$ cat src/hw/rtl/bilinear_upsample_2x_top_assert.svh
// Assertion macros for the bilinear 2x upsampler.
// Needs clk_i and rst_ni in the scope where a macro is used.
`ifndef BILINEAR_UPSAMPLE_2X_TOP_ASSERT_SVH
`define BILINEAR_UPSAMPLE_2X_TOP_ASSERT_SVH

// The property must hold at every clock edge outside reset.
`define BU2X_ASSERT(lbl, prop, msg) \
  lbl: assert property (@(posedge clk_i) disable iff (!rst_ni) (prop)) else $error(msg);

// The condition must never be true at a clock edge outside reset.
`define BU2X_NEVER(lbl, cond, msg) \
  lbl: assert property (@(posedge clk_i) disable iff (!rst_ni) !(cond)) else $error(msg);

`endif

$ cat src/hw/rtl/bu2x_pkg.sv
// Shared constants and types of the bilinear 2x upsampler.
// No dependencies.
`timescale 1ns / 1ps
`default_nettype none

package bu2x_pkg;

  localparam int MaxWidth   = 1024;
  localparam int MaxHeight  = 1024;
  localparam int SampleBits = 16;

  localparam int DimRegW   = 11;
  localparam int PlaneRegW = 16;
  localparam int CoordW    = 11;
  localparam int CfgIdxW   = 2;
  localparam int CfgDataW  = 16;

  localparam logic [CfgIdxW-1:0] CfgWidth  = 2'd0;
  localparam logic [CfgIdxW-1:0] CfgHeight = 2'd1;
  localparam logic [CfgIdxW-1:0] CfgPlanes = 2'd2;

  localparam logic [DimRegW-1:0]   WidthReset  = 11'd1024;
  localparam logic [DimRegW-1:0]   HeightReset = 11'd1024;
  localparam logic [PlaneRegW-1:0] PlanesReset = 16'd1;

  typedef struct packed {
    logic row_first;
    logic row_last;
    logic col_first;
    logic col_last;
    logic plane_end;
    logic batch_end;
  } win_flags_t;

endpackage

`default_nettype wire

$ cat src/hw/rtl/bu2x_emit.sv
// Result sequencer: walks the output taps of one window, weights and rounds, output register.
// Depends on bu2x_pkg.
`timescale 1ns / 1ps
`default_nettype none

module bu2x_emit #(
  parameter int MAX_WIDTH   = bu2x_pkg::MaxWidth,
  parameter int MAX_HEIGHT  = bu2x_pkg::MaxHeight,
  parameter int SAMPLE_BITS = bu2x_pkg::SampleBits
) (
  input  wire logic                                clk_i,
  input  wire logic                                rst_ni,
  input  wire logic                                win_valid_i,
  output logic                                     win_ready_o,
  input  wire logic signed [SAMPLE_BITS-1:0]       win_b00_i,
  input  wire logic signed [SAMPLE_BITS-1:0]       win_b01_i,
  input  wire logic signed [SAMPLE_BITS-1:0]       win_b10_i,
  input  wire logic signed [SAMPLE_BITS-1:0]       win_b11_i,
  input  wire logic      [$clog2(MAX_HEIGHT)-1:0]  win_row_i,
  input  wire logic      [$clog2(MAX_WIDTH)-1:0]   win_col_i,
  input  wire bu2x_pkg::win_flags_t                win_flags_i,
  output logic                                     out_valid_o,
  input  wire logic                                out_ready_i,
  output logic [bu2x_pkg::CoordW-1:0]              out_row_o,
  output logic [bu2x_pkg::CoordW-1:0]              out_col_o,
  output logic signed [SAMPLE_BITS-1:0]            out_value_o,
  output logic                                     out_last_o,
  output logic                                     out_plane_o,
  output logic                                     out_batch_o
);

  localparam int CW = $clog2(MAX_WIDTH);
  localparam int RW = $clog2(MAX_HEIGHT);
  localparam int SW = SAMPLE_BITS + 6;

  // Prev: position 2i-1, weights 3:1. Mid: 2i, weights 1:3. Edge: 2i+1, weights 0:4.
  typedef enum logic [1:0] {
    TapPrev,
    TapMid,
    TapEdge
  } tap_e;

  function automatic logic signed [SW-1:0] wsum(input logic signed [SW-1:0] p,
                                               input logic signed [SW-1:0] c,
                                               input tap_e t);
    logic signed [SW-1:0] s;
    case (t)
      TapPrev: s = (p <<< 1) + p + c;
      TapMid:  s = p + (c <<< 1) + c;
      TapEdge: s = c <<< 2;
      default: s = '0;
    endcase
    return s;
  endfunction

  logic                          e_valid_q;
  tap_e                          e_ra_q, e_rend_q, e_ca_q, e_cstart_q, e_cend_q;
  logic signed [SAMPLE_BITS-1:0] e_b00_q, e_b01_q, e_b10_q, e_b11_q;
  logic [RW-1:0]                 e_row_q;
  logic [CW-1:0]                 e_col_q;
  logic                          e_plane_q, e_batch_q;

  logic                 e_last, emit, load;
  logic signed [SW-1:0] top, bot, sum, rnd;
  logic [RW+1:0]        row_pos;
  logic [CW+1:0]        col_pos;

  logic                          out_valid_q;
  logic [bu2x_pkg::CoordW-1:0]   out_row_q, out_col_q;
  logic signed [SAMPLE_BITS-1:0] out_value_q;
  logic                          out_last_q, out_plane_q, out_batch_q;

  assign e_last      = (e_ra_q == e_rend_q) && (e_ca_q == e_cend_q);
  assign emit        = e_valid_q && (!out_valid_q || out_ready_i);
  assign win_ready_o = !e_valid_q || (emit && e_last);
  assign load        = win_valid_i && win_ready_o;

  always_comb begin
    top = wsum({{6{e_b00_q[SAMPLE_BITS-1]}}, e_b00_q},
               {{6{e_b01_q[SAMPLE_BITS-1]}}, e_b01_q}, e_ca_q);
    bot = wsum({{6{e_b10_q[SAMPLE_BITS-1]}}, e_b10_q},
               {{6{e_b11_q[SAMPLE_BITS-1]}}, e_b11_q}, e_ca_q);
    sum = wsum(top, bot, e_ra_q);
    rnd = sum + SW'(8);
    row_pos = (RW+2)'({e_row_q, 1'b0}) + (RW+2)'(e_ra_q) - (RW+2)'(1);
    col_pos = (CW+2)'({e_col_q, 1'b0}) + (CW+2)'(e_ca_q) - (CW+2)'(1);
  end

  always_ff @(posedge clk_i or negedge rst_ni) begin
    if (!rst_ni) begin
      e_valid_q   <= 1'b0;
      e_ra_q      <= TapMid;
      e_rend_q    <= TapMid;
      e_ca_q      <= TapMid;
      e_cstart_q  <= TapMid;
      e_cend_q    <= TapMid;
      out_valid_q <= 1'b0;
    end else begin
      if (load) begin
        e_valid_q  <= 1'b1;
        e_ra_q     <= win_flags_i.row_first ? TapMid : TapPrev;
        e_rend_q   <= win_flags_i.row_last ? TapEdge : TapMid;
        e_ca_q     <= win_flags_i.col_first ? TapMid : TapPrev;
        e_cstart_q <= win_flags_i.col_first ? TapMid : TapPrev;
        e_cend_q   <= win_flags_i.col_last ? TapEdge : TapMid;
      end else if (emit) begin
        if (e_last) begin
          e_valid_q <= 1'b0;
        end else if (e_ca_q == e_cend_q) begin
          e_ca_q <= e_cstart_q;
          e_ra_q <= tap_e'(e_ra_q + 2'd1);
        end else begin
          e_ca_q <= tap_e'(e_ca_q + 2'd1);
        end
      end
      if (emit) begin
        out_valid_q <= 1'b1;
      end else if (out_ready_i) begin
        out_valid_q <= 1'b0;
      end
    end
  end

  always_ff @(posedge clk_i) begin
    if (load) begin
      e_b00_q   <= win_b00_i;
      e_b01_q   <= win_b01_i;
      e_b10_q   <= win_b10_i;
      e_b11_q   <= win_b11_i;
      e_row_q   <= win_row_i;
      e_col_q   <= win_col_i;
      e_plane_q <= win_flags_i.plane_end;
      e_batch_q <= win_flags_i.batch_end;
    end
    if (emit) begin
      out_row_q   <= bu2x_pkg::CoordW'(32'(row_pos));
      out_col_q   <= bu2x_pkg::CoordW'(32'(col_pos));
      out_value_q <= rnd[SAMPLE_BITS+3:4];
      out_last_q  <= e_last;
      out_plane_q <= e_last && e_plane_q;
      out_batch_q <= e_last && e_batch_q;
    end
  end

  assign out_valid_o = out_valid_q;
  assign out_row_o   = out_row_q;
  assign out_col_o   = out_col_q;
  assign out_value_o = out_value_q;
  assign out_last_o  = out_last_q;
  assign out_plane_o = out_plane_q;
  assign out_batch_o = out_batch_q;

endmodule

`default_nettype wire

$ cat config.mk
export PLATFORM = sky130hd
export DESIGN_NAME = bu2x_emit
export DESIGN_NICKNAME = d
export VERILOG_FILES = /design/src/hw/rtl/bilinear_upsample_2x_top_assert.svh /design/src/hw/rtl/bu2x_pkg.sv /design/src/hw/rtl/bu2x_emit.sv
export SDC_FILE = /design/constraint.sdc
export NUM_CORES = 1
export LEC_CHECK = 0
export BUFFER_PORTS_ARGS = -buffer_cell sky130_fd_sc_hd__buf_2
export CAP_MARGIN = 20
export CORE_ASPECT_RATIO = 1.75
export CORE_MARGIN = 8
export CORE_UTILIZATION = 45
export DETAILED_ROUTE_END_ITERATION = 6
export PLACE_DENSITY = 0.72
export SLEW_MARGIN = 20
export SYNTH_ARGS = -nofsm -noshare
export SYNTH_HDL_FRONTEND = slang
export SYNTH_SLANG_ARGS = --single-unit
$ cat constraint.sdc
create_clock -name clk_i -period 6.3 [get_ports clk_i]
set_clock_uncertainty 0.2 [all_clocks]
set_input_delay 0.945 -clock clk_i [delete_from_list [all_inputs] [get_ports clk_i]]
set_output_delay 0.945 -clock clk_i [all_outputs]
set_load 0.01 [all_outputs]
Yosys cells after proc, flatten, opt, wreduce, memory -nomap -nowiden
Index checks and enable logic that the tools add are counted.
- $add $sub $neg: 19
- eq/ne operators: 7
- multiplexer cells: 20
- reductions and logical operators: 19
- operator list (operator ; number):
    $pmux 20 s3 ; 3
    $add 20x20->20 ; 4
    $add 18x16->19 ; 4
    $add 16x17->18 ; 2
    $add 17x16->18 ; 2
    $add 11x2->11 ; 2
    $sub 11x1->11 const B ; 2
    $add 20x5->20 const B ; 1
    $mux 2 ; 10
    $reduce_bool 2->1 ; 4
    $mux 1 ; 7
    $logic_and 1x1->1 ; 6
    $add 2x1->2 const B ; 2
    $eq 2x1->1 const B ; 2
    $eq 2x2->1 ; 2
    $eq 2x2->1 const B ; 2
    $logic_not 2->1 ; 2
    $reduce_and 2->1 ; 2
    $reduce_and 3->1 ; 1
    $logic_not 1->1 ; 2
    $logic_or 1x1->1 ; 2
    $ne 2x1->1 const B ; 1
- flip-flop bits (word level): 139

Depth between registers and ports, before layout
- depth in word-level cells: 8
- mapped depth: 27

Worst setup path before layout
No wires, ideal clock.
- kind: register -> register
- from: register e_b00_q[1]
- to: register out_value_q[15] (netlist: out_value_o[15]) (data pin)
- library setup time: 0.265 ns
- data arrival time: 6.411 ns
- path slack: -0.576 ns
- cell stages (with the launch flop): 28
- path buffers: 0
- path through: edfxtp_1 > fa_1 > ha_1 > fa_1 > a21o_1 > a21oi_1 > o21bai_1 > a21oi_1 > o21bai_1 > a311oi_1 > xnor2_1 > nand2_1 > a31oi_1 > inv_1 > fa_1 > inv_1 > ha_1 > a21o_1 > a21o_1 > and2_1 > o21a_1 > a311oi_1 > o21bai_1 > mux2i_1 > a2111oi_0 > xor2_1 > a221oi_1 > xnor2_1
- cells in the longest elaborated chain, start to end: 7
- elaborated cells on any way between the ends: 11
- RTL lines (element ; line ; source):
    start, declared ; bu2x_emit.sv:58 ; logic signed [SAMPLE_BITS-1:0] e_b00_q, e_b01_q, e_b10_q, e_b11_q;
    start signal, assigned ; bu2x_emit.sv:126 ; e_b00_q <= win_b00_i;
    $add 16x17->18 / $add 17x16->18 (equally long branches) ; bu2x_emit.sv:49, bu2x_emit.sv:48 ;
    $add 18x16->19 (on tied branches) ; bu2x_emit.sv:49, bu2x_emit.sv:48 ;
    $pmux 20 s3 (*) ; bu2x_emit.sv:47 ; case (t)
    $add 20x20->20 (on tied branches) (2 in a row) ; bu2x_emit.sv:49, bu2x_emit.sv:48 ;
    $pmux 20 s3 (*) ; bu2x_emit.sv:47 ;
    $add 20x5->20 (*) ; bu2x_emit.sv:84 ; rnd = sum + SW'(8);
    net rnd[19] ; bu2x_emit.sv:64 ; logic signed [SW-1:0] top, bot, sum, rnd;
    end signal, assigned ; bu2x_emit.sv:138 ; out_value_q <= rnd[SAMPLE_BITS+3:4];
    end, declared ; bu2x_emit.sv:70 ; logic signed [SAMPLE_BITS-1:0] out_value_q;
Mark *: on every way through the listed nets, which the timed path passes. The rest lies on a longest branch.
A chain may end at the register's enable or synchronous reset.

Final worst setup path
Same ends and word-level chain as after synthesis.

==> flow_summary_export.csv <==
group,metric,value,unit
logic_synthesis,syn-cell-area,0.0133,mm²
clock_tree,htreeDepth,4,
hold_path,hold_path_class,"primary input to asynchronous set/reset pin",
timing,slew_headroom,0.475,
logic_synthesis,async_flop_share,0.0797,
logic_synthesis,synth_compound_area_frac,0.166,
floorplan,initial_core_util,0.455,
logic_synthesis,synth-simple-area-share,0.121,
floorplan,die_w,146,µm
timing,worstMarginPinSlew,0.788,ns
timing,fin_crit,6.58,ns
logic_synthesis,yosys.cell_types.count,83,
route,antenna_left,0,
floorplan,core,0.0292,mm²
clock_tree,cts.sink_count,138,
final_layout,finalNetCount,1973,
setup_path,required,6.29,ns
route,num_vias,11197,
logic_synthesis,synth_area_per_cell,10.4,µm²
route,drc_errors,0,
outcome,status,"finished with violations",
setup_path,cpMostUsedCell,"a21o_1",
clock_tree,path_clk_slew,0.07,ns
final_layout,diodes,0,
timing,finalSetupViolCount,9,
setup_path,slowest_delay,0.54,ns
outcome,violations,"negative setup slack",
timing,finalHoldViolCount,0,
logic_synthesis,ys_ff_latch,138,
logic_synthesis,synth_top_family_by_area,"adder cells",
setup_path,path_class,"register to register",
timing,drv_slew,0,
final_layout,nFillCells,2349,
logic_synthesis,synth.mux.area_fraction,0.00632,
timing,fin_ws,-0.280,ns
route,wirelength,35.3,mm
floorplan,num_rows,83,
final_layout,layout_common_cells,"229 x buf_4, 136 x buf_2, 132 x inv_1",
setup_path,crit_start,"e_b00_q[1]",
flow_run,maxCapViolCount,0,
timing,rsz0062_at_grt,"true",
setup_path,critical_path_arrival,6.57,ns
final_layout,final_area,0.0175,mm²
setup_path,r2r-start,"e_b00_q[1]",
setup_path,endpoint_kind,"register",
clock_tree,cts_tree,"done",
timing,fmax,152,MHz
grt,antenna_found_initial,0,
logic_synthesis,syn_inst,1279,
final_layout,layout_commonest_cell,"buf_4",
placement,dp_hpwl,27.3,mm
route,viasPerCell,5.49,
setup_path,worstSetupStartpointType,"register",
route,drtPass1Iterations,5,
grt,grt_pass1_vias,12217,
setup_path,critical-path-slowest-cell,"fa_1",
clock_tree,clkLatencyLatePin,0.44,ns
logic_synthesis,synth_flop_cell,"edfxtp_1",
final_layout,area_growth,32.3,%
logic_synthesis,synth_edf_count,127,
logic_synthesis,ys_seq_area_frac,0.309,
floorplan,io_pins,137,
placement,place.gp.congestion,0.904,
logic_synthesis,synth_nets,1606,
grt,grt_max_degree,52,
route,wire_per_inst,17.3,µm
timing,fin_crit_sh,1.04,
grt,grt_usage,0.201,
grt,grt_pass1_wl,57.1,mm
logic_synthesis,synth-xor-area-share,0.0739,
setup_path,crit_fanout,3,
floorplan,die_h,243,µm
final_layout,layout-drive-gt1-share,0.339,
grt,overflow,0,
clock_tree,clockRootBuffer,"clkbuf_16",
clock_tree,cts_buffers,17,
placement,placed_area,0.0161,mm²
logic_synthesis,ys_warn_count,0,
logic_synthesis,synthAdderAreaFrac,0.277,
clock_tree,cts_buffer_depth,2,
floorplan,die_area,0.0354,mm²
route,drt_iter0_markers,510,
placement,port_buffers,136,
kinds of logic (layout without fill, tap and decap cells):
kind of cell | count (synthesis) | after routing
buf+inv | 162 | 542
simple gates | 313 | 313
flops | 138 | 138
compound gates | 313 | 313
fa+ha+maj | 233 | 233
xor+xnor | 112 | 112
mux | 8 | 8
area by class of cell:
| cell class | instances | area (µm²) | area share |
|---|---|---|---|
| multi-input cells | 979 | 9360 | 0.533 |
| clock inverters | 10 | 105 | 0.00599 |
| clock buffers | 22 | 497 | 0.0283 |
| repair buffers | 372 | 2490 | 0.142 |
| well taps | 382 | 478 | 0.0272 |
| inverters | 138 | 518 | 0.0295 |
| flip-flops and latches | 138 | 4100 | 0.233 |
synthesized netlist by cell type (all sizes together) (12+ instances only):
cell    instances  area share
inv           137       0.039
ha            131        0.12
edfxtp        127        0.29
fa            102        0.15
nand2          84       0.024
xnor2          84       0.055
a21oi          74       0.028
nor2           64       0.018
o21ai          50       0.019
nand2b         30       0.014
a21o           29       0.016
xor2           28       0.018
nor3           23      0.0087
a31oi          21       0.011
or3            20      0.0099
o21bai         19       0.011
clkbuf         18      0.0051
o21a           17       0.010
nand3          16      0.0060
nor2b          14      0.0066
or2            14      0.0066
a211oi         12      0.0068
and2           12      0.0057
flip-flops by register name (all words and copies together) (netlist names), 2 cells and up:
name         count
e_row_q         10
e_rend_q         2
e_col_q         10
e_ca_q           2
e_ra_q           2
e_b00_q         16
out_col_o       11
e_b11_q         16
e_cend_q         2
out_row_o       11
out_value_o     16
e_b10_q         16
e_b01_q         16
routing by layer:
layer,vias up,GRT usage,routed length [µm]
met5,-,0,0
met4,0,0.138,2140
met3,116,0.0360,1260
met2,288,0.385,19700
met1,5471,0.188,12300
li1,5322,-,-
critical path, delay by kind of cell (launching register included):
kind	cells	cell delay [ns]
AOI/OAI and AO/OA	13	2.43
adders and majority gates	5	1.85
and+or+nand+nor	5	1.02
DFF	1	0.46
buffers and inverters	3	0.24
xor gates and xnor gates	1	0.10
per-stage QoR:
| stage | TNS, ns | worst slack, ns | cells | util | hold WS, ns |
|---|---|---|---|---|---|
| CTS | -0.496 | -0.191 | 2031 | 0.592 | 0.136 |
| global placement | -1.67 | -0.350 | 1978 | 0.550 | 0.272 |
| detailed placement | -2.41 | -0.478 | 1978 | 0.550 | 0.283 |
| finish | -1.40 | -0.280 | 2041 | 0.601 | 0.158 |
| global route | -3.51 | -0.517 | 2041 | 0.601 | 0.166 |
| floorplan | 0 | 0.00226 | 1279 | - | 0.248 |
timing repair:
item,CTS,global route
hold buffers,0,0
pin swaps,98,14
buffers inserted,24,9
gates resized for setup,100,25
endpoints found under the hold margin,0,0
endpoints found under the setup margin,9,11
final timing paths:
check	to	slack [ns]	depth (start not counted)
max in group asynchronous	e_ca_q[0]	5.47	1
hold reg to reg	out_valid_o	0.30	1
setup / recovery	out_value_o[15]	-0.28	27
hold / removal	e_valid_q	0.16	1
setup reg to reg	out_value_o[15]	-0.28	27
min in group clk_i	out_valid_o	0.30	1
Power is not shown: default switching activity piles up to over one toggle a cycle in this logic, so the estimate is an artifact.
