**src/hw/rtl/bilinear_upsample_2x_top_assert.svh**
```systemverilog
// Assertion macros for the bilinear 2x upsampler.
// Needs clk_i and rst_ni in the scope where a macro is used.
`ifndef BILINEAR_UPSAMPLE_2X_TOP_ASSERT_SVH
`define BILINEAR_UPSAMPLE_2X_TOP_ASSERT_SVH

// The property must hold at every clock edge outside reset.
`define BU2X_ASSERT(lbl, prop, msg) \
  lbl: assert property (@(posedge clk_i) disable iff (!rst_ni) (prop)) else $error(msg);

// The condition must never be true at a clock edge outside reset.
`define BU2X_NEVER(lbl, cond, msg) \
  lbl: assert property (@(posedge clk_i) disable iff (!rst_ni) !(cond)) else $error(msg);

`endif

```
**src/hw/rtl/bu2x_pkg.sv**
```systemverilog
// Shared constants and types of the bilinear 2x upsampler.
// No dependencies.
`timescale 1ns / 1ps
`default_nettype none

package bu2x_pkg;

  localparam int MaxWidth   = 1024;
  localparam int MaxHeight  = 1024;
  localparam int SampleBits = 16;

  localparam int DimRegW   = 11;
  localparam int PlaneRegW = 16;
  localparam int CoordW    = 11;
  localparam int CfgIdxW   = 2;
  localparam int CfgDataW  = 16;

  localparam logic [CfgIdxW-1:0] CfgWidth  = 2'd0;
  localparam logic [CfgIdxW-1:0] CfgHeight = 2'd1;
  localparam logic [CfgIdxW-1:0] CfgPlanes = 2'd2;

  localparam logic [DimRegW-1:0]   WidthReset  = 11'd1024;
  localparam logic [DimRegW-1:0]   HeightReset = 11'd1024;
  localparam logic [PlaneRegW-1:0] PlanesReset = 16'd1;

  typedef struct packed {
    logic row_first;
    logic row_last;
    logic col_first;
    logic col_last;
    logic plane_end;
    logic batch_end;
  } win_flags_t;

endpackage

`default_nettype wire

```
**src/hw/rtl/bu2x_ctrl.sv**
```systemverilog
// Configuration registers, raster counters, row store access and 2x2 window build.
// Depends on bu2x_pkg; drives the row store RAM instance in the top level.
`timescale 1ns / 1ps
`default_nettype none

module bu2x_ctrl #(
  parameter int MAX_WIDTH   = bu2x_pkg::MaxWidth,
  parameter int MAX_HEIGHT  = bu2x_pkg::MaxHeight,
  parameter int SAMPLE_BITS = bu2x_pkg::SampleBits
) (
  input  wire logic                                clk_i,
  input  wire logic                                rst_ni,
  input  wire logic                                cfg_we_i,
  input  wire logic [bu2x_pkg::CfgIdxW-1:0]        cfg_idx_i,
  input  wire logic [bu2x_pkg::CfgDataW-1:0]       cfg_data_i,
  input  wire logic                                in_valid_i,
  output logic                                     in_ready_o,
  input  wire logic signed [SAMPLE_BITS-1:0]       in_pixel_i,
  output logic                                     ram_we_o,
  output logic                                     ram_re_o,
  output logic      [$clog2(MAX_WIDTH)-1:0]        ram_addr_o,
  output logic      [SAMPLE_BITS-1:0]              ram_wdata_o,
  input  wire logic [SAMPLE_BITS-1:0]              ram_rdata_i,
  output logic                                     win_valid_o,
  input  wire logic                                win_ready_i,
  output logic signed [SAMPLE_BITS-1:0]            win_b00_o,
  output logic signed [SAMPLE_BITS-1:0]            win_b01_o,
  output logic signed [SAMPLE_BITS-1:0]            win_b10_o,
  output logic signed [SAMPLE_BITS-1:0]            win_b11_o,
  output logic      [$clog2(MAX_HEIGHT)-1:0]       win_row_o,
  output logic      [$clog2(MAX_WIDTH)-1:0]        win_col_o,
  output bu2x_pkg::win_flags_t                     win_flags_o
);

  localparam int CW = $clog2(MAX_WIDTH);
  localparam int RW = $clog2(MAX_HEIGHT);
  localparam int WW = $clog2(MAX_WIDTH + 1);
  localparam int HW = $clog2(MAX_HEIGHT + 1);
  localparam int PW = bu2x_pkg::PlaneRegW;

  logic [bu2x_pkg::DimRegW-1:0] width_q;
  logic [bu2x_pkg::DimRegW-1:0] height_q;
  logic [PW-1:0]                planes_q;

  logic [CW-1:0] col_q, col_d;
  logic [RW-1:0] row_q, row_d;
  logic [PW-1:0] plane_q, plane_d;

  logic [WW-1:0] w_eff;
  logic [HW-1:0] h_eff;
  logic [PW-1:0] pc_eff;

  logic          col_over, row_over;
  logic [CW-1:0] c_eff;
  logic [RW:0]   r_pre;
  logic [RW-1:0] r_eff;
  logic [PW:0]   p_pre;
  logic [PW-1:0] p_eff;
  logic [CW:0]   c_nxt;
  logic [RW:0]   r_nxt;
  logic [PW:0]   p_nxt;
  logic          col_wrap, row_wrap, plane_wrap;

  logic                 accept;
  bu2x_pkg::win_flags_t flags_d;

  logic                          pix_valid_q;
  logic signed [SAMPLE_BITS-1:0] pix_cur_q;
  logic [RW-1:0]                 pix_row_q;
  logic [CW-1:0]                 pix_col_q;
  bu2x_pkg::win_flags_t          pix_flags_q;
  logic signed [SAMPLE_BITS-1:0] left_cur_q, left_above_q;
  logic signed [SAMPLE_BITS-1:0] stored;
  logic                          pix_take;

  always_comb begin
    if (width_q == '0) begin
      w_eff = WW'(1);
    end else if (32'(width_q) > MAX_WIDTH) begin
      w_eff = WW'(MAX_WIDTH);
    end else begin
      w_eff = WW'(32'(width_q));
    end
    if (height_q == '0) begin
      h_eff = HW'(1);
    end else if (32'(height_q) > MAX_HEIGHT) begin
      h_eff = HW'(MAX_HEIGHT);
    end else begin
      h_eff = HW'(32'(height_q));
    end
    pc_eff = (planes_q == '0) ? PW'(1) : planes_q;
  end

  always_comb begin
    col_over = 32'(col_q) >= 32'(w_eff);
    c_eff    = col_over ? '0 : col_q;
    r_pre    = (RW+1)'(row_q) + (RW+1)'(col_over);
    row_over = 32'(r_pre) >= 32'(h_eff);
    r_eff    = row_over ? '0 : RW'(r_pre);
    p_pre    = (PW+1)'(plane_q) + (PW+1)'(row_over);
    p_eff    = (32'(p_pre) >= 32'(pc_eff)) ? '0 : PW'(p_pre);

    c_nxt      = (CW+1)'(c_eff) + (CW+1)'(1);
    r_nxt      = (RW+1)'(r_eff) + (RW+1)'(1);
    p_nxt      = (PW+1)'(p_eff) + (PW+1)'(1);
    col_wrap   = 32'(c_nxt) >= 32'(w_eff);
    row_wrap   = col_wrap && (32'(r_nxt) >= 32'(h_eff));
    plane_wrap = 32'(p_nxt) >= 32'(pc_eff);

    col_d   = col_wrap ? '0 : CW'(c_nxt);
    row_d   = col_wrap ? (row_wrap ? '0 : RW'(r_nxt)) : r_eff;
    plane_d = row_wrap ? (plane_wrap ? '0 : PW'(p_nxt)) : p_eff;

    flags_d.row_first = r_eff == '0;
    flags_d.row_last  = 32'(r_eff) == 32'(h_eff) - 32'd1;
    flags_d.col_first = c_eff == '0;
    flags_d.col_last  = 32'(c_eff) == 32'(w_eff) - 32'd1;
    flags_d.plane_end = flags_d.row_last && flags_d.col_last;
    flags_d.batch_end = flags_d.plane_end && (32'(p_eff) == 32'(pc_eff) - 32'd1);
  end

  assign pix_take   = pix_valid_q && win_ready_i;
  assign in_ready_o = !pix_valid_q || win_ready_i;
  assign accept     = in_valid_i && in_ready_o;

  // The row store is read and overwritten at the same column; the read returns the old row.
  assign ram_we_o    = accept;
  assign ram_re_o    = accept;
  assign ram_addr_o  = c_eff;
  assign ram_wdata_o = in_pixel_i;

  always_ff @(posedge clk_i or negedge rst_ni) begin
    if (!rst_ni) begin
      width_q      <= bu2x_pkg::WidthReset;
      height_q     <= bu2x_pkg::HeightReset;
      planes_q     <= bu2x_pkg::PlanesReset;
      col_q        <= '0;
      row_q        <= '0;
      plane_q      <= '0;
      pix_valid_q  <= 1'b0;
      left_cur_q   <= '0;
      left_above_q <= '0;
    end else begin
      if (cfg_we_i) begin
        case (cfg_idx_i)
          bu2x_pkg::CfgWidth:  width_q  <= cfg_data_i[bu2x_pkg::DimRegW-1:0];
          bu2x_pkg::CfgHeight: height_q <= cfg_data_i[bu2x_pkg::DimRegW-1:0];
          bu2x_pkg::CfgPlanes: planes_q <= cfg_data_i[PW-1:0];
          default: ;
        endcase
      end
      if (accept) begin
        col_q   <= col_d;
        row_q   <= row_d;
        plane_q <= plane_d;
      end
      if (accept) begin
        pix_valid_q <= 1'b1;
      end else if (pix_take) begin
        pix_valid_q <= 1'b0;
      end
      if (pix_take) begin
        left_cur_q   <= pix_cur_q;
        left_above_q <= stored;
      end
    end
  end

  always_ff @(posedge clk_i) begin
    if (accept) begin
      pix_cur_q   <= in_pixel_i;
      pix_row_q   <= r_eff;
      pix_col_q   <= c_eff;
      pix_flags_q <= flags_d;
    end
  end

  always_comb begin
    stored    = $signed(ram_rdata_i);
    win_b11_o = pix_cur_q;
    win_b10_o = pix_flags_q.col_first ? pix_cur_q : left_cur_q;
    win_b01_o = pix_flags_q.row_first ? pix_cur_q : stored;
    if (pix_flags_q.col_first) begin
      win_b00_o = win_b01_o;
    end else if (pix_flags_q.row_first) begin
      win_b00_o = win_b10_o;
    end else begin
      win_b00_o = left_above_q;
    end
  end

  assign win_valid_o = pix_valid_q;
  assign win_row_o   = pix_row_q;
  assign win_col_o   = pix_col_q;
  assign win_flags_o = pix_flags_q;

endmodule

`default_nettype wire

```
**config.mk**
```make
export PLATFORM = sky130hd
export DESIGN_NAME = bu2x_ctrl
export DESIGN_NICKNAME = d
export VERILOG_FILES = /design/src/hw/rtl/bilinear_upsample_2x_top_assert.svh /design/src/hw/rtl/bu2x_pkg.sv /design/src/hw/rtl/bu2x_ctrl.sv
export SDC_FILE = /design/constraint.sdc
export NUM_CORES = 1
export LEC_CHECK = 0
export BUFFER_PORTS_ARGS = -buffer_cell sky130_fd_sc_hd__buf_2
export CAP_MARGIN = 0
export CORE_MARGIN = 8
export CORE_UTILIZATION = 54
export CTS_BUF_LIST = sky130_fd_sc_hd__clkbuf_4
export DETAILED_ROUTE_END_ITERATION = 16
export PLACE_DENSITY = 0.79
export SLEW_MARGIN = 20
export SYNTH_ARGS = -nofsm -noshare
export SYNTH_HDL_FRONTEND = slang
export SYNTH_SLANG_ARGS = --single-unit
export TNS_END_PERCENT = 10
```
**constraint.sdc**
```tcl
create_clock -name clk_i -period 10 [get_ports clk_i]
set_input_delay 1 -clock clk_i [delete_from_list [all_inputs] [get_ports clk_i]]
set_output_delay 1 -clock clk_i [all_outputs]
set_load 0.02 [all_outputs]
```
# Word-level counts from Yosys, hierarchy flattened
# Index checks and enable logic that the tools add are counted.
dict set report op_classes {
  n_addsub 8
  magnitude_cmp 8
  eq_ne 5
  mux 19
  n_reduce_logical 17
}
# op count
set ops {}
lappend ops {{$mux W16} 8}
lappend ops {{$eq A10 B32 Y1} 2}
lappend ops {{$mux W10} 5}
lappend ops {{$mux W11} 4}
lappend ops {{$ge A17 B16 Y1} 2}
lappend ops {{$ge A11 B11 Y1} 3}
lappend ops {{$eq A16 B32 Y1} 1}
lappend ops {{$sub A11 B1 Y12 const B} 2}
lappend ops {{$add A10 B1 Y11 const B} 2}
lappend ops {{$gt A11 B11 Y1 const B} 2}
lappend ops {{$logic_not A11 Y1} 2}
lappend ops {{$logic_not A10 Y1} 2}
lappend ops {{$add A16 B1 Y17} 1}
lappend ops {{$add A16 B1 Y17 const B} 1}
lappend ops {{$sub A16 B1 Y17 const B} 1}
lappend ops {{$logic_not A16 Y1} 1}
lappend ops {{$add A10 B1 Y11} 1}
lappend ops {{$ge A10 B11 Y1} 1}
lappend ops {{$reduce_and A2 Y1} 3}
lappend ops {{$logic_and A1 B1 Y1} 5}
lappend ops {{$eq A2 B1 Y1 const B} 1}
lappend ops {{$eq A2 B2 Y1 const B} 1}
lappend ops {{$logic_not A2 Y1} 1}
lappend ops {{$mux W1} 2}
lappend ops {{other kinds (3)} 3}
dict set report word_totals {
  ff_bits 149
  input_bits 55
  out_inout_bits 120
  word_cells 75
}

# Logic depth before layout (Yosys ltp)
dict set report logic_depth {
  depth_word 13
  mapped_depth 59
  ltp_nobuf 54
}

# Worst setup path after synthesis
# Ideal clock, no wire load.
dict set report synth_path {
  path_kind {register to register}
  startpoint {reg width_q[2] (netlist bit)}
  endpoint {reg plane_q[8]}
  setup_ns 0.097
  arrival_ns 11.006
  required_ns 9.903
  path_slack_ns -1.103
  path_stages_with_launch 57
  path_buffers 3
  synth_period_minus_slack_ns 11.103
  cell_sequence {dfrtp_1 -> buf_6 -> or3_4 -> or3_4 -> nor3_1 -> o21ai_0 -> inv_1 -> ha_1 -> nor2b_1 -> o211ai_1 -> a31oi_1 -> o32a_1 -> nand2_1 -> inv_1 -> clkbuf_1 -> ha_1 -> ha_1 -> inv_1 -> (+21 left out) -> ha_1 -> nand2_1 -> nor3_1 -> a41oi_1 -> nor4b_2 -> nor4b_1 -> xnor2_1 -> nor2_1 -> ha_1 -> a211oi_1 -> o221ai_1 -> a21oi_1 -> nand2_1 -> a31oi_2 -> and2_4 -> buf_6 -> or3b_1 -> a31oi_1}
}
dict set report synth_between {
  elab_chain_len 13
  word_cells_on_any_way 21
  cone_classes {add/sub (5); order compare (7); mux (7); reduce/logical (2)}
}
# item line
set synth_lines {}
lappend synth_lines {{start, declared} bu2x_ctrl.sv:41} ;# logic [bu2x_pkg::DimRegW-1:0] width_q;
lappend synth_lines {{start signal, assigned} bu2x_ctrl.sv:134} ;# width_q <= bu2x_pkg::WidthReset;
lappend synth_lines {{start signal, assigned} bu2x_ctrl.sv:146} ;# bu2x_pkg::CfgWidth: width_q <= cfg_data_i[bu2x_pkg::DimRegW-1:0];
lappend synth_lines {{$gt A11 B11 Y1} bu2x_ctrl.sv:79} ;# end else if (32'(width_q) > MAX_WIDTH) begin
lappend synth_lines {{$mux W11} bu2x_ctrl.sv:79}
lappend synth_lines {{$mux W11 (*)} bu2x_ctrl.sv:77} ;# if (width_q == '0) begin
lappend synth_lines {{$ge A10 B11 Y1} bu2x_ctrl.sv:95} ;# col_over = 32'(col_q) >= 32'(w_eff);
lappend synth_lines {{$add A10 B1 Y11} bu2x_ctrl.sv:97} ;# r_pre = (RW+1)'(row_q) + (RW+1)'(col_over);
lappend synth_lines {{$ge A11 B11 Y1} bu2x_ctrl.sv:98} ;# row_over = 32'(r_pre) >= 32'(h_eff);
lappend synth_lines {{$add A16 B1 Y17} bu2x_ctrl.sv:100} ;# p_pre = (PW+1)'(plane_q) + (PW+1)'(row_over);
lappend synth_lines {{$ge A17 B16 Y1} bu2x_ctrl.sv:101} ;# p_eff = (32'(p_pre) >= 32'(pc_eff)) ? '0 : PW'(p_pre);
lappend synth_lines {{$mux W16} bu2x_ctrl.sv:101}
lappend synth_lines {{$add A16 B1 Y17} bu2x_ctrl.sv:105} ;# p_nxt = (PW+1)'(p_eff) + (PW+1)'(1);
lappend synth_lines {{$ge A17 B16 Y1} bu2x_ctrl.sv:108} ;# plane_wrap = 32'(p_nxt) >= 32'(pc_eff);
lappend synth_lines {{$mux W16} bu2x_ctrl.sv:112} ;# plane_d = row_wrap ? (plane_wrap ? '0 : PW'(p_nxt)) : p_eff;
lappend synth_lines {{$mux W16 (*)} bu2x_ctrl.sv:112}
lappend synth_lines {{end signal, assigned} bu2x_ctrl.sv:155} ;# plane_q <= plane_d;
lappend synth_lines {{end, declared} bu2x_ctrl.sv:47} ;# logic [PW-1:0] plane_q, plane_d;
# Mark *: on every way between the ends. The rest lies on a longest branch, timed or not.
# A chain may end at the register's enable or synchronous reset.

# Final worst setup path
dict set report layout_path {
  startpoint {reg width_q[0] (netlist bit)}
  endpoint {reg plane_q[8]}
}
# Same word-level chain as after synthesis.

==> run metrics <==
HPWL Detailed=26500 um; CP top delay family=simple AND/OR/NAND/NOR gates; number of synthesized flops with an enable pin=42; Initial Utilization=54.7%; CTS tree=done; share of cells above drive strength 1=35.4%; peak supply drop=116 uV; Synth Flop Type=dfrtp_1; Final Hold Viols=0; CTS max path bufs=2; clk slew on worst S/H paths=160 ps; Yosys top cell by area=dfrtp_1; Die Y-Extent=162 um; post-synthesis cell count=1222; CORE AREA=21000 um^2; Critical Path Most Common Cell=ha_4; Rows=53; CTS H-tree depth=4; grt ovf=0; sum of buffers and inverters on the critical path=6; sequential area share after synthesis=34.4%; CTS Sinks=149; Worst-Margin Slew=1120 ps; Worst Setup Start Kind=register; CP max-delay cell=dfrtp_1; CP peak stage delay=420 ps; required time of the critical path=10530 ps; worst reg-to-reg setup slack=320 ps; DIE AREA=26100 um^2; Leakage=6.02 nW; Die W=162 um; Worst Hold Class=input port to asynchronous set/reset pin; period utilisation layout=96.8%; number of remaining DRC errors=0; Port Buffers=174; Placed Cells=1650; routed len/inst=20.1 um; Post-synth top cells=111 x nand2_1, 104 x dfrtp_1, 104 x nor2_1; final wirelength=34600 um; cell area after synthesis=11500 um^2; initial DRC count=885; Crit Path Max Fanout=6; Via-to-Cell Ratio=6.08; NumNets Final=1569; Seq cells post-synth=149; Worst Path Arrival=10210 ps; f_max=0.103 GHz; Clk Latency, worst-skew pair=600 ps; pin count of the biggest net entering global routing=57; vias in the first global route=9836; synth-to-layout area growth=20.0%; CTS Hold Bufs=0; Via Count=10400; fraction of registers with async set or reset after synthesis=71.8%; top area cells in the synthesized netlist=dfrtp_1 23%, edfxtp_1 11%, mux2_2 10%; count of different cell masters after synthesis=88; status=finished clean; root buffer cell=clkbuf_4; element type at the critical path end=register; final setup margin=320 ps; final count of negative-setup-slack endpoints=0; total CTS buffers=17; TritonRoute pass-1 iters=5; # Max-Cap Violations=0; Max Slew Vio Count=0; global placer's final weighted congestion=0.977; global-route wire length before repair=52700 um; Setup WS pre-CTS=138 ps; share of the synthesized area in the top cell type=22.7%; Cell Pwr Density=262 nW/um^2; total power=0.00361 W; GRT Overall Usage=25.3%; Slew HR=24.5%; io pins=175; initial antenna violation count=1; WS Path Type=register to register; most common cell in the synthesized netlist=nand2_1; Avg Inst Size Synth=9.38 um^2; fin crit period=9680 ps; Clock Skew=28.0 ps; Synthesized Nets=1364; Finished Layout Cells=1717; yosys synthesis warning count=0; Detail Route Antenna Nets=0
per-layer routing:
layer  vias to the layer above  wire length, um  global-route usage, %
li1                       4882                -                      -
met3                        77             3060                   5.69
met2                       529            15700                   39.5
met1                      4947            14700                   33.4
met4                         0             1120                   10.4
met5                         -                0                      0
layout by cell type, fill, tap and decap left out, types with 27 or more instances in the layout:
cell type and instances:
nor2_1 101, nand4_1 27, nor3_1 30, nand2_1 108, edfxtp_1 42, nand3_1 37, inv_1 40, xnor2_1 51
o21ai_0 48, ha_1 73, buf_2 173, a21oi_1 39, buf_4 87, dfrtp_1 104, mux2_2 103
sequential cells by signal, summed over array words and instances (netlist names):
register / flops
col_q: 10
height_q: 11
left_above_q: 16
left_cur_q: 16
plane_q: 16
planes_q: 16
row_q: 10
width_q: 11
win_b11_o: 16
win_col_o: 10
win_flags_o: 6
win_row_o: 10
win_valid_o: 1
metrics by stage:
step	utilization (%)	instance area, um^2	TNS [ps]	hold WS [ps]
6_report	65.6	13700	0	427
2_1_floorplan	-	11600	0	479
4_1_cts	62.9	13200	0	428
5_1_grt	65.6	13700	-880	470
3_5_place_dp	61.4	12900	0	492
3_3_place_gp	61.4	12900	0	487
cell type report:
| class | instances | area [um^2] |
|---|---|---|
| multi-input cells | 945 | 7410 |
| fillers | 1671 | 7210 |
| flip-flops and latches | 149 | 3940 |
| repair buffers | 261 | 1530 |
| well taps | 275 | 344 |
| inverters | 53 | 204 |
| clock inverters | 15 | 179 |
| clock buffers | 17 | 128 |
| diodes | 2 | 5.00 |
final timing paths:
kind	cells after the start	endpoint	startpoint
setup / recovery	51	plane_q[8]	width_q[0]
hold / removal	1	plane_q[12]	rst_ni
setup reg to reg	51	plane_q[8]	width_q[0]
hold reg to reg	1	left_above_q[15]	left_above_q[15]
max in group asynchronous	2	col_q[9]	rst_ni
min in group clk_i	1	left_above_q[15]	left_above_q[15]
report_power, final:
group	internal [W]	total, W	switching, W
Combinational	0.000971	0.00228	0.00130
Sequential	0.000765	0.000944	0.000178
Clock	0.000117	0.000386	0.000269
worst reg2reg max path: cells and delay by family (launching register included):
| family | cells | cell delay (ps) |
|---|---|---|
| flops | 1 | 420 |
| fa+ha+maj | 9 | 1890 |
| xor+xnor | 2 | 450 |
| simple gates | 20 | 3900 |
| compound gates | 14 | 2350 |
| buf+inv | 6 | 650 |
cells by family after synthesis:
kind of cell	share of synthesized area, %
adders and majority gates	9.50
muxes	11.8
xor gates and xnor gates	6.26
AOI/OAI and AO/OA	13.6
and+or+nand+nor	19.4
DFF	34.4
buffers and inverters	5.08
what timing repair did:
item                       in CTS  in global routing
gates resized for setup         0                 63
setup buffers                   0                 33
setup endpoints to repair       0                 16
No activity file was read; power rests on OpenSTA's default activity.
